`config.mk`:
```
export PLATFORM = sky130hd
export DESIGN_NAME = rle_sprite_blit_4bpp_flat
export DESIGN_NICKNAME = d
export VERILOG_FILES = /design/src/rtl/core/rsb_pkg.sv /design/src/rtl/core/rsb_if.sv /design/src/rtl/core/rle_sprite_blit_4bpp.sv /design/src/rtl/core/rsb_dp.sv /design/src/rtl/core/rsb_ctrl.sv /design/src/flat_wrapper.sv
export SDC_FILE = /design/constraint.sdc
export NUM_CORES = 1
export LEC_CHECK = 0
export BUFFER_PORTS_ARGS = -buffer_cell sky130_fd_sc_hd__buf_2
export CORE_MARGIN = 5
export CORE_UTILIZATION = 35
export DETAILED_ROUTE_END_ITERATION = 10
export PLACE_DENSITY = 0.63
export SLEW_MARGIN = 25
export SYNTH_ARGS = -nofsm -noshare
export SYNTH_HDL_FRONTEND = slang
export SYNTH_SLANG_ARGS = --single-unit
```
`constraint.sdc`:
```
create_clock -name clk -period 3.5 [get_ports clk]
set_input_delay 0.525 -clock clk [delete_from_list [all_inputs] [get_ports clk]]
set_output_delay 0.525 -clock clk [all_outputs]
set_load 0.005 [all_outputs]
```
`src/rtl/core/rsb_pkg.sv`:
```
// Shared types and constants of the run-length sprite blitter.
package rsb_pkg;

  localparam int FRAME_WIDTH_DEF  = 512;
  localparam int FRAME_HEIGHT_DEF = 512;

  localparam int BYTE_W  = 8;
  localparam int KIND_W  = 2;
  localparam int ADDR_W  = 17;
  localparam int PIX_W   = 4;
  localparam int DIM_W   = 16;
  localparam int ORG_W   = 9;
  localparam int PAL_W   = 32;
  localparam int CFG_IDX_W = 2;
  localparam int PHASE_W = 3;
  localparam int RUN_W   = 5;

  // Result kinds
  localparam logic [KIND_W-1:0] KIND_PIXEL  = 2'd0;
  localparam logic [KIND_W-1:0] KIND_REJECT = 2'd1;
  localparam logic [KIND_W-1:0] KIND_FINISH = 2'd2;

  // Configuration register indexes
  localparam logic [CFG_IDX_W-1:0] CFG_PALETTE  = 2'd0;
  localparam logic [CFG_IDX_W-1:0] CFG_ORIGIN_X = 2'd1;
  localparam logic [CFG_IDX_W-1:0] CFG_ORIGIN_Y = 2'd2;

  // Header phases
  localparam logic [PHASE_W-1:0] PHASE_WIDTH_HI  = 3'd0;
  localparam logic [PHASE_W-1:0] PHASE_WIDTH_LO  = 3'd1;
  localparam logic [PHASE_W-1:0] PHASE_HEIGHT_HI = 3'd2;
  localparam logic [PHASE_W-1:0] PHASE_HEIGHT_LO = 3'd3;
  localparam logic [PHASE_W-1:0] PHASE_RUNS      = 3'd4;

  // Palette values below this are transparent
  localparam logic [PIX_W-1:0] COLOR_MIN = 4'd5;

  // Controller to datapath
  typedef struct packed {
    logic take_byte;   // latch the accepted request byte
    logic calc_base;   // compute row base and column for the run
    logic step;        // walk one pixel
    logic emit_rej;    // post the rejected status
    logic emit_fin;    // post the finished status and rearm the header
  } cmd_t;

  // Datapath to controller
  typedef struct packed {
    logic hdr_last;    // next byte closes the header
    logic runs;        // next byte is a run
    logic rej_now;     // image being closed exceeds the frame
    logic empty_now;   // image being closed has no pixels
    logic empty;       // stored image has no pixels
    logic emit_en;     // current run writes pixels
    logic row_end;     // this step walks the image's last pixel
    logic rem_zero;    // this step walks the run's last pixel
    logic out_free;    // result register can take a new result
  } sts_t;

endpackage

```
`src/rtl/core/rsb_if.sv`:
```
// Request and result channel interfaces of the sprite blitter.
interface rsb_in_if;
  logic                      valid;
  logic                      ready;
  logic [rsb_pkg::BYTE_W-1:0] image_byte;

  modport source (output valid, output image_byte, input ready);
  modport sink   (input valid, input image_byte, output ready);
endinterface

interface rsb_out_if;
  logic                      valid;
  logic                      ready;
  logic [rsb_pkg::KIND_W-1:0] kind;
  logic [rsb_pkg::ADDR_W-1:0] byte_address;
  logic                      high_half;
  logic [rsb_pkg::PIX_W-1:0]  pixel_value;
  logic                      last;

  modport source (output valid, output kind, output byte_address, output high_half,
                  output pixel_value, output last, input ready);
  modport sink   (input valid, input kind, input byte_address, input high_half,
                  input pixel_value, input last, output ready);
endinterface

```
`src/rtl/core/rle_sprite_blit_4bpp.sv`:
```
// Top level of the run-length sprite blitter for a 4-bit packed framebuffer.
// Header bytes are accepted one at a time; after the fourth, a rejected image posts reject
// (then finish if empty) and an empty one posts finish. A run byte (1 to 32 pixels) is
// accepted, its row base multiplied, then one pixel walked per cycle; the closing run posts finish.
// Writes land in the output register as the walker steps; a full register holds the walker.
// Reset is synchronous, active low: clears config, phase, state and result valid; awaits a header.
module rle_sprite_blit_4bpp #(
  parameter int FRAME_WIDTH  = rsb_pkg::FRAME_WIDTH_DEF,
  parameter int FRAME_HEIGHT = rsb_pkg::FRAME_HEIGHT_DEF
) (
  input  logic                          clk,
  input  logic                          rst_n,
  input  logic                          cfg_we,
  input  logic [rsb_pkg::CFG_IDX_W-1:0] cfg_index,
  input  logic [rsb_pkg::PAL_W-1:0]     cfg_wdata,
  rsb_in_if.sink                        in_ch,
  rsb_out_if.source                     out_ch
);

  // Command and status between the sequencer and the datapath
  rsb_pkg::cmd_t cmd;
  rsb_pkg::sts_t sts;

  // Sequencer: takes one request at a time, walks its pixels, posts status
  // results. Stall the walker only when a write pixel meets a full result
  // register; transparent pixels advance one per cycle regardless.
  rsb_ctrl u_ctrl (
    .clk      (clk),
    .rst_n    (rst_n),
    .in_valid (in_ch.valid),
    .in_ready (in_ch.ready),
    .sts      (sts),
    .cmd      (cmd)
  );

  // Datapath: config registers, header capture, bounds check, row base and
  // column walker, and the output register that decouples the result side.
  rsb_dp #(
    .FRAME_WIDTH  (FRAME_WIDTH),
    .FRAME_HEIGHT (FRAME_HEIGHT)
  ) u_dp (
    .clk       (clk),
    .rst_n     (rst_n),
    .cfg_we    (cfg_we),
    .cfg_index (cfg_index),
    .cfg_wdata (cfg_wdata),
    .in_byte   (in_ch.image_byte),
    .cmd       (cmd),
    .sts       (sts),
    .out_ch    (out_ch)
  );

endmodule

```
`src/rtl/core/rsb_dp.sv`:
```
// Datapath of the sprite blitter: config, header, pixel walker, result register.
module rsb_dp #(
  parameter int FRAME_WIDTH  = rsb_pkg::FRAME_WIDTH_DEF,
  parameter int FRAME_HEIGHT = rsb_pkg::FRAME_HEIGHT_DEF
) (
  input  logic                          clk,
  input  logic                          rst_n,
  input  logic                          cfg_we,
  input  logic [rsb_pkg::CFG_IDX_W-1:0] cfg_index,
  input  logic [rsb_pkg::PAL_W-1:0]     cfg_wdata,
  input  logic [rsb_pkg::BYTE_W-1:0]    in_byte,
  input  rsb_pkg::cmd_t                 cmd,
  output rsb_pkg::sts_t                 sts,
  rsb_out_if.source                     out_ch
);

  localparam int FW_W   = $clog2(FRAME_WIDTH + 1);
  localparam int ROW_W  = rsb_pkg::ADDR_W;
  localparam int RB_W   = rsb_pkg::ADDR_W + 1;
  localparam int PROD_W = ROW_W + FW_W;
  localparam logic [FW_W-1:0]   FW_V    = FW_W'(FRAME_WIDTH);
  localparam logic [RB_W-1:0]   FW_STEP = RB_W'(FRAME_WIDTH);
  localparam logic [ROW_W-1:0]  FW_LIM  = ROW_W'(FRAME_WIDTH);
  localparam logic [ROW_W-1:0]  FH_LIM  = ROW_W'(FRAME_HEIGHT);

  localparam int DW = rsb_pkg::DIM_W;

  logic [rsb_pkg::PAL_W-1:0]   palette_r;
  logic [rsb_pkg::ORG_W-1:0]   origin_x_r, origin_y_r;
  logic [rsb_pkg::PHASE_W-1:0] phase_r;
  logic [DW-1:0]               width_r, height_r;
  logic [DW-1:0]               col_cnt_r, row_cnt_r;
  logic                        rejected_r;
  logic [rsb_pkg::BYTE_W-1:0]  run_byte_r;
  logic [rsb_pkg::RUN_W-1:0]   rem_r;
  logic [RB_W-1:0]             rb_r;
  logic [ROW_W-1:0]            col_r;

  logic                        out_valid_r;
  logic [rsb_pkg::KIND_W-1:0]  kind_r;
  logic [rsb_pkg::ADDR_W-1:0]  addr_r;
  logic                        high_r;
  logic [rsb_pkg::PIX_W-1:0]   pix_r;
  logic                        last_r;

  logic [DW-1:0]               height_full;
  logic [ROW_W-1:0]            row_abs;
  logic [PROD_W-1:0]           prod;
  logic [rsb_pkg::PIX_W-1:0]   color;
  logic                        emit_en;
  logic                        col_end;
  logic                        row_end;
  logic                        rem_zero;
  logic                        empty;
  logic                        out_load;
  logic [rsb_pkg::ADDR_W-1:0]  pix_addr;

  assign height_full = {height_r[DW-1:8], in_byte};
  assign row_abs     = ROW_W'(origin_y_r) + ROW_W'(row_cnt_r);
  assign prod        = row_abs * FW_V;
  assign color       = palette_r[{run_byte_r[2:0], 2'b00} +: rsb_pkg::PIX_W];
  assign emit_en     = !rejected_r && (color >= rsb_pkg::COLOR_MIN);
  assign col_end     = ({1'b0, col_cnt_r} + 17'd1) == {1'b0, width_r};
  assign row_end     = col_end && (({1'b0, row_cnt_r} + 17'd1) == {1'b0, height_r});
  assign rem_zero    = (rem_r == '0);
  assign empty       = (width_r == '0) || (height_r == '0);
  assign pix_addr    = rb_r[RB_W-1:1] + {1'b0, col_r[ROW_W-1:1]};
  assign out_load    = cmd.emit_fin || cmd.emit_rej || (cmd.step && emit_en);

  always_comb begin
    sts.hdr_last  = (phase_r == rsb_pkg::PHASE_HEIGHT_LO);
    sts.runs      = (phase_r == rsb_pkg::PHASE_RUNS);
    sts.rej_now   = ((ROW_W'(origin_x_r) + ROW_W'(width_r)) > FW_LIM) ||
                    ((ROW_W'(origin_y_r) + ROW_W'(height_full)) > FH_LIM);
    sts.empty_now = (width_r == '0) || (height_full == '0);
    sts.empty     = empty;
    sts.emit_en   = emit_en;
    sts.row_end   = row_end;
    sts.rem_zero  = rem_zero;
    sts.out_free  = !out_valid_r || out_ch.ready;
  end

  // Configuration registers
  always_ff @(posedge clk) begin
    if (!rst_n) begin
      palette_r  <= '0;
      origin_x_r <= '0;
      origin_y_r <= '0;
    end else if (cfg_we) begin
      case (cfg_index)
        rsb_pkg::CFG_PALETTE:  palette_r  <= cfg_wdata;
        rsb_pkg::CFG_ORIGIN_X: origin_x_r <= cfg_wdata[rsb_pkg::ORG_W-1:0];
        rsb_pkg::CFG_ORIGIN_Y: origin_y_r <= cfg_wdata[rsb_pkg::ORG_W-1:0];
        default: ;
      endcase
    end
  end

  // Header phase and reject flag
  always_ff @(posedge clk) begin
    if (!rst_n) begin
      phase_r    <= rsb_pkg::PHASE_WIDTH_HI;
      rejected_r <= 1'b0;
    end else if (cmd.emit_fin) begin
      phase_r    <= rsb_pkg::PHASE_WIDTH_HI;
      rejected_r <= 1'b0;
    end else if (cmd.take_byte && phase_r != rsb_pkg::PHASE_RUNS) begin
      phase_r <= phase_r + 3'd1;
      if (phase_r == rsb_pkg::PHASE_HEIGHT_LO) begin
        rejected_r <= sts.rej_now;
      end
    end
  end

  // Image geometry, walker position and run latch
  always_ff @(posedge clk) begin
    if (cmd.take_byte) begin
      case (phase_r)
        rsb_pkg::PHASE_WIDTH_HI:  width_r[DW-1:8]  <= in_byte;
        rsb_pkg::PHASE_WIDTH_LO:  width_r[7:0]     <= in_byte;
        rsb_pkg::PHASE_HEIGHT_HI: height_r[DW-1:8] <= in_byte;
        rsb_pkg::PHASE_HEIGHT_LO: begin
          height_r[7:0] <= in_byte;
          col_cnt_r     <= '0;
          row_cnt_r     <= '0;
        end
        default: run_byte_r <= in_byte;
      endcase
    end else if (cmd.emit_fin) begin
      col_cnt_r <= '0;
      row_cnt_r <= '0;
    end else if (cmd.calc_base) begin
      rb_r  <= prod[RB_W-1:0];
      col_r <= ROW_W'(origin_x_r) + ROW_W'(col_cnt_r);
      rem_r <= run_byte_r[rsb_pkg::BYTE_W-1:3];
    end else if (cmd.step) begin
      rem_r <= rem_r - 5'd1;
      if (col_end) begin
        col_cnt_r <= '0;
        row_cnt_r <= row_cnt_r + 16'd1;
        rb_r      <= rb_r + FW_STEP;
        col_r     <= ROW_W'(origin_x_r);
      end else begin
        col_cnt_r <= col_cnt_r + 16'd1;
        col_r     <= col_r + 17'd1;
      end
    end
  end

  // Result register
  always_ff @(posedge clk) begin
    if (!rst_n) begin
      out_valid_r <= 1'b0;
    end else if (out_load) begin
      out_valid_r <= 1'b1;
    end else if (out_ch.ready) begin
      out_valid_r <= 1'b0;
    end
  end

  always_ff @(posedge clk) begin
    if (out_load) begin
      if (cmd.emit_fin) begin
        kind_r <= rsb_pkg::KIND_FINISH;
        addr_r <= '0;
        high_r <= 1'b0;
        pix_r  <= '0;
        last_r <= 1'b1;
      end else if (cmd.emit_rej) begin
        kind_r <= rsb_pkg::KIND_REJECT;
        addr_r <= '0;
        high_r <= 1'b0;
        pix_r  <= '0;
        last_r <= !empty;
      end else begin
        kind_r <= rsb_pkg::KIND_PIXEL;
        addr_r <= pix_addr;
        high_r <= ~col_r[0];
        pix_r  <= color;
        last_r <= rem_zero && !row_end;
      end
    end
  end

  assign out_ch.valid        = out_valid_r;
  assign out_ch.kind         = kind_r;
  assign out_ch.byte_address = addr_r;
  assign out_ch.high_half    = high_r;
  assign out_ch.pixel_value  = pix_r;
  assign out_ch.last         = last_r;

`ifndef SYNTHESIS
  a_load_free: assert property (@(posedge clk) disable iff (!rst_n)
    out_load |-> (!out_valid_r || out_ch.ready))
    else $error("result posted over a pending result");
  a_phase_range: assert property (@(posedge clk) disable iff (!rst_n)
    phase_r <= rsb_pkg::PHASE_RUNS)
    else $error("header phase out of range");
  a_col_bound: assert property (@(posedge clk) disable iff (!rst_n)
    (phase_r == rsb_pkg::PHASE_RUNS && width_r != '0) |-> (col_cnt_r < width_r))
    else $error("walker column beyond image width");
  a_fin_rearm: assert property (@(posedge clk) disable iff (!rst_n)
    cmd.emit_fin |=> (phase_r == rsb_pkg::PHASE_WIDTH_HI && !rejected_r))
    else $error("finish did not rearm header");
`endif

endmodule

```
`src/rtl/core/rsb_ctrl.sv`:
```
// Controller state machine of the sprite blitter.
module rsb_ctrl (
  input  logic          clk,
  input  logic          rst_n,
  input  logic          in_valid,
  output logic          in_ready,
  input  rsb_pkg::sts_t sts,
  output rsb_pkg::cmd_t cmd
);

  typedef enum logic [4:0] {
    S_IDLE = 5'b00001,
    S_LOAD = 5'b00010,
    S_RUN  = 5'b00100,
    S_REJ  = 5'b01000,
    S_FIN  = 5'b10000
  } state_t;

  state_t state_r, state_nxt;
  logic   go;

  assign in_ready = (state_r == S_IDLE);
  assign go       = !sts.emit_en || sts.out_free;

  always_comb begin
    state_nxt = state_r;
    cmd       = '0;
    case (state_r)
      S_IDLE: begin
        if (in_valid) begin
          cmd.take_byte = 1'b1;
          if (sts.runs) begin
            state_nxt = S_LOAD;
          end else if (sts.hdr_last) begin
            if (sts.rej_now) begin
              state_nxt = S_REJ;
            end else if (sts.empty_now) begin
              state_nxt = S_FIN;
            end
          end
        end
      end
      S_LOAD: begin
        cmd.calc_base = 1'b1;
        state_nxt     = S_RUN;
      end
      S_RUN: begin
        if (go) begin
          cmd.step = 1'b1;
          if (sts.row_end) begin
            state_nxt = S_FIN;
          end else if (sts.rem_zero) begin
            state_nxt = S_IDLE;
          end
        end
      end
      S_REJ: begin
        if (sts.out_free) begin
          cmd.emit_rej = 1'b1;
          state_nxt    = sts.empty ? S_FIN : S_IDLE;
        end
      end
      S_FIN: begin
        if (sts.out_free) begin
          cmd.emit_fin = 1'b1;
          state_nxt    = S_IDLE;
        end
      end
      default: state_nxt = S_IDLE;
    endcase
  end

  always_ff @(posedge clk) begin
    if (!rst_n) begin
      state_r <= S_IDLE;
    end else begin
      state_r <= state_nxt;
    end
  end

endmodule
```
`src/flat_wrapper.sv`:
```
// flat-port wrapper written by rule: the top's interface ports become plain ports
module rle_sprite_blit_4bpp_flat 
#(
  parameter int FRAME_WIDTH  = rsb_pkg::FRAME_WIDTH_DEF,
  parameter int FRAME_HEIGHT = rsb_pkg::FRAME_HEIGHT_DEF
)
  (clk, rst_n, cfg_we, cfg_index, cfg_wdata, in_ch_valid, in_ch_image_byte, in_ch_ready, out_ch_valid, out_ch_kind, out_ch_byte_address, out_ch_high_half, out_ch_pixel_value, out_ch_last, out_ch_ready);
  rsb_in_if in_ch_i ();
  rsb_out_if out_ch_i ();
  input  logic clk;
  input  logic rst_n;
  input  logic cfg_we;
  input  logic [rsb_pkg::CFG_IDX_W-1:0] cfg_index;
  input  logic [rsb_pkg::PAL_W-1:0] cfg_wdata;
  input wire logic [$bits(in_ch_i.valid)-1:0] in_ch_valid;
  input wire logic [$bits(in_ch_i.image_byte)-1:0] in_ch_image_byte;
  output wire logic [$bits(in_ch_i.ready)-1:0] in_ch_ready;
  output wire logic [$bits(out_ch_i.valid)-1:0] out_ch_valid;
  output wire logic [$bits(out_ch_i.kind)-1:0] out_ch_kind;
  output wire logic [$bits(out_ch_i.byte_address)-1:0] out_ch_byte_address;
  output wire logic [$bits(out_ch_i.high_half)-1:0] out_ch_high_half;
  output wire logic [$bits(out_ch_i.pixel_value)-1:0] out_ch_pixel_value;
  output wire logic [$bits(out_ch_i.last)-1:0] out_ch_last;
  input wire logic [$bits(out_ch_i.ready)-1:0] out_ch_ready;
  assign in_ch_i.valid = in_ch_valid;
  assign in_ch_i.image_byte = in_ch_image_byte;
  assign in_ch_ready = in_ch_i.ready;
  assign out_ch_valid = out_ch_i.valid;
  assign out_ch_kind = out_ch_i.kind;
  assign out_ch_byte_address = out_ch_i.byte_address;
  assign out_ch_high_half = out_ch_i.high_half;
  assign out_ch_pixel_value = out_ch_i.pixel_value;
  assign out_ch_last = out_ch_i.last;
  assign out_ch_i.ready = out_ch_ready;
  rle_sprite_blit_4bpp #(.FRAME_WIDTH(FRAME_WIDTH), .FRAME_HEIGHT(FRAME_HEIGHT)) u_core (.clk(clk), .rst_n(rst_n), .cfg_we(cfg_we), .cfg_index(cfg_index), .cfg_wdata(cfg_wdata), .in_ch(in_ch_i), .out_ch(out_ch_i));
endmodule
```
==> impl_metrics.yaml <==
global_routing:
  antenna_found_initial: 0
  grt_pass1_wl_microns: 51200
  grt_pass1_vias: 9256
  grt_usage_pct: 16.9
  overflow: 0
  grt_max_degree: 61
logic_synthesis:
  syn-cell-area_sq_um: 11800
  synth_area_leaders: "edfxtp_1 33%, dfxtp_1 10%, ha_1 5.7%, xnor2_1 5.2%, nand2_1 4.6%"
  syn_inst: 1227
  synth_warnings: 0
  synth_edf_count: 128
  synth_top_cells_by_count: "144 x nand2_1, 128 x edfxtp_1, 97 x nor2_1"
  ys_types: 84
  mappedNetlistNets: 1333
  yosysTopAreaCellShare_pct: 32.7
  syn_avg_cell_area_sq_um: 9.59
  ys_ff_latch: 188
  async_flop_share_pct: 0
  yosys_most_used_dff: "edfxtp_1"
  yosysTopAreaCell: "edfxtp_1"
  yosysSeqAreaShare_pct: 42.9
  synth_most_common_cell: "nand2_1"
setup_path:
  r2r_start: "u_core.u_dp.col_cnt_r[6]"
  endpoint_kind: "flop"
  crit_chain: "nand2_1 > or3_4 > a31oi_1 > nand4_1 > or4_1 > or4_1 > buf_4 > buf_4 > nor2_1 > o21ai_0 > o21a_1"
  worstSetupStartpointType: "flop"
  crit_path_top_delay_cell: "edfxtp_1"
  cp.arrival_ns: 3.55
  path_class: "flop to flop"
  cp_slowest_stage_delay_ns: 0.55
  required_ns: 3.69
  cp_top_family: "simple AND/OR/NAND/NOR gates"
  critPathBufInv: 2
  startpoint: "u_core.u_dp.col_cnt_r[6]"
  worstPathMaxFanout: 14
detailed_routing:
  drt_iter0_markers: 720
  avgRoutedWirePerCell_microns: 18.0
  via_count: 9691
  vias_per_cell: 5.37
  drc_errors: 0
  drt_pass1_iterations: 6
  wirelength_microns: 32500
  ant_nets: 0
cells_and_area:
  fill_cells: 3356
  nets: 1451
  area_growth_pct: 16.8
  antennaDiodeCount: 0
  final_util_pct: 41.2
  drive_above_1_share_pct: 17.5
clock_network:
  clk_latency_ns: 0.44
  ctsHoldBuffers: 0
  root_buffer: "clkbuf_16"
  cts.clk_slew.worst_paths_ns: 0.07
  tritoncts: "built"
  htreeDepth: 4
  cts_sinks: 188
  max-clock-path-buffers: 2
  cts_buffers: 17
timing:
  fin_skew_ns: 0.0114
  hold_viol: 0
  worstMarginPinSlew_ns: 0.956
  fin_crit_ns: 3.36
  period_share_pct: 96.0
  drv_slew: 0
  finalSetupViolCount: 0
  maxSlewHeadroom_pct: 36.2
  max_freq_mhz: 298
floorplanning:
  die_h_microns: 193
  die_w_microns: 193
  row_count: 67
  start_util_pct: 35.3
  io_pins: 74
  die-area_sq_um: 37400
  coreArea_sq_um: 33400
hold_path:
  hold_start: "cfg_wdata[17]"
  hold_class: "input port to flop"
power_and_ir_drop:
  irDropWorstVdd_mv: 0.362
  total_power_mw: 6.05
  p_per_area_nw_per_um2: 440
  p_leak_nw: 5.32
placed_design:
  dp_hpwl_microns: 24600
  port-buffer-count: 73
  place.gp.congestion: 0.934
status:
  status: "finished clean"
run:
  drv_cap: 0
-- worst register-to-register path, stage by stage (launching register included) --
cell and delay (ns):
edfxtp_1 0.55, nand2_1 0.18, or3_4 0.43, a31oi_1 0.22
nand4_1 0.10, or4_1 0.39, or4_1 0.50, buf_4 0.21
buf_4 0.20, nor2_1 0.09, o21ai_0 0.09, o21a_1 0.14
-- registers in the layout, indices dropped and copies added (netlist names), 4 cells and up --
signal and flops:
u_core.u_dp.rem_r 5, u_core.u_dp.row_cnt_r 16, u_core.u_dp.col_cnt_r 16, u_core.u_dp.height_r 16, u_core.u_dp.rb_r 9, u_core.u_ctrl.state_r 5
u_core.u_dp.out_ch.pixel_value 4, u_core.u_dp.origin_x_r 9, u_core.u_dp.palette_r 32, u_core.u_dp.width_r 16, u_core.u_dp.origin_y_r 9, u_core.u_dp.out_ch.byte_address 17
u_core.u_dp.run_byte_r 8, u_core.u_dp.col_r 17
-- layout by cell type (no fill, tap or decap), drive strengths merged, types with 25 or more instances in the layout --
master    n
buf     160
nand2   144
edfxtp  128
nor2     97
o21ai    73
xnor2    70
dfxtp    60
ha       54
a21oi    52
inv      49
nand3    41
a21boi   37
xor2     36
nor2b    31
and3     30
mux2i    29
nand4    27
nor4     25
-- timing repair --
action | CTS | global route
setup buffers | 1 | 7
gates resized for setup | 2 | 15
setup endpoints to repair | 4 | 58
pin swaps | 2 | 10
-- worst paths after layout --
check	slack (ns)	to	cells past startpoint
worst max-delay path	0.14	u_core.u_dp.col_r[8]	11
worst min-delay path	0.33	u_core.u_dp.palette_r[17]	3
worst max register to register	0.14	u_core.u_dp.col_r[8]	11
worst min register to register	0.47	u_core.u_dp.palette_r[22]	2
-- routing by layer --
metal  wire, microns  vias up  global-route usage (%)
met5               0        -                       0
met4             741        0                    4.59
met3            2080       43                    3.25
met2           14700      318                    26.4
met1           15000     4635                    24.1
li1                -     4695                       -
-- stage by stage --
stage | setup WS [ns] | instances | hold slack, ns | instance area, sq um | TNS [ns]
detailed placement | -0.288 | 1766 | 0.460 | 13100 | -0.880
global placement | -0.208 | 1766 | 0.454 | 13100 | -0.484
global route | -0.0344 | 1806 | 0.329 | 13800 | -0.0378
floorplan | 0.0543 | 1227 | 0.440 | 11800 | 0
CTS | 0.00584 | 1799 | 0.319 | 13600 | 0
finish | 0.139 | 1806 | 0.333 | 13800 | 0
-- power by group --
group          internal (mW)  switching, mW
registers               2.59          0.226
clock network          0.976          0.886
logic                  0.601          0.771
total                   4.16           1.88
-- layout make-up --
type,count,area [sq um],share of cell area (%)
Multi-Input combinational cell,934,6390,46.4
Clock buffer,20,468,3.40
Sequential cell,188,5040,36.7
Timing Repair Buffer,160,1040,7.59
Inverter,44,165,1.20
Clock inverter,12,83.8,0.610
Tap cell,448,561,4.08
-- logic make-up (layout without fill, tap and decap cells) --
| family | count (synthesis) | count (layout) | share of synthesized area [%] |
|---|---|---|---|
| adder cells (fa/ha/maj) | 59 | 59 | 6.59 |
| AO/OA/AOI/OAI | 255 | 255 | 13.9 |
| flip-flops | 188 | 188 | 42.9 |
| buffers and inverters | 105 | 236 | 3.55 |
| AND/OR/NAND/NOR | 474 | 474 | 20.7 |
| XOR/XNOR | 108 | 108 | 8.28 |
| multiplexers | 38 | 38 | 4.09 |
Power figures use the tool's default switching activity.
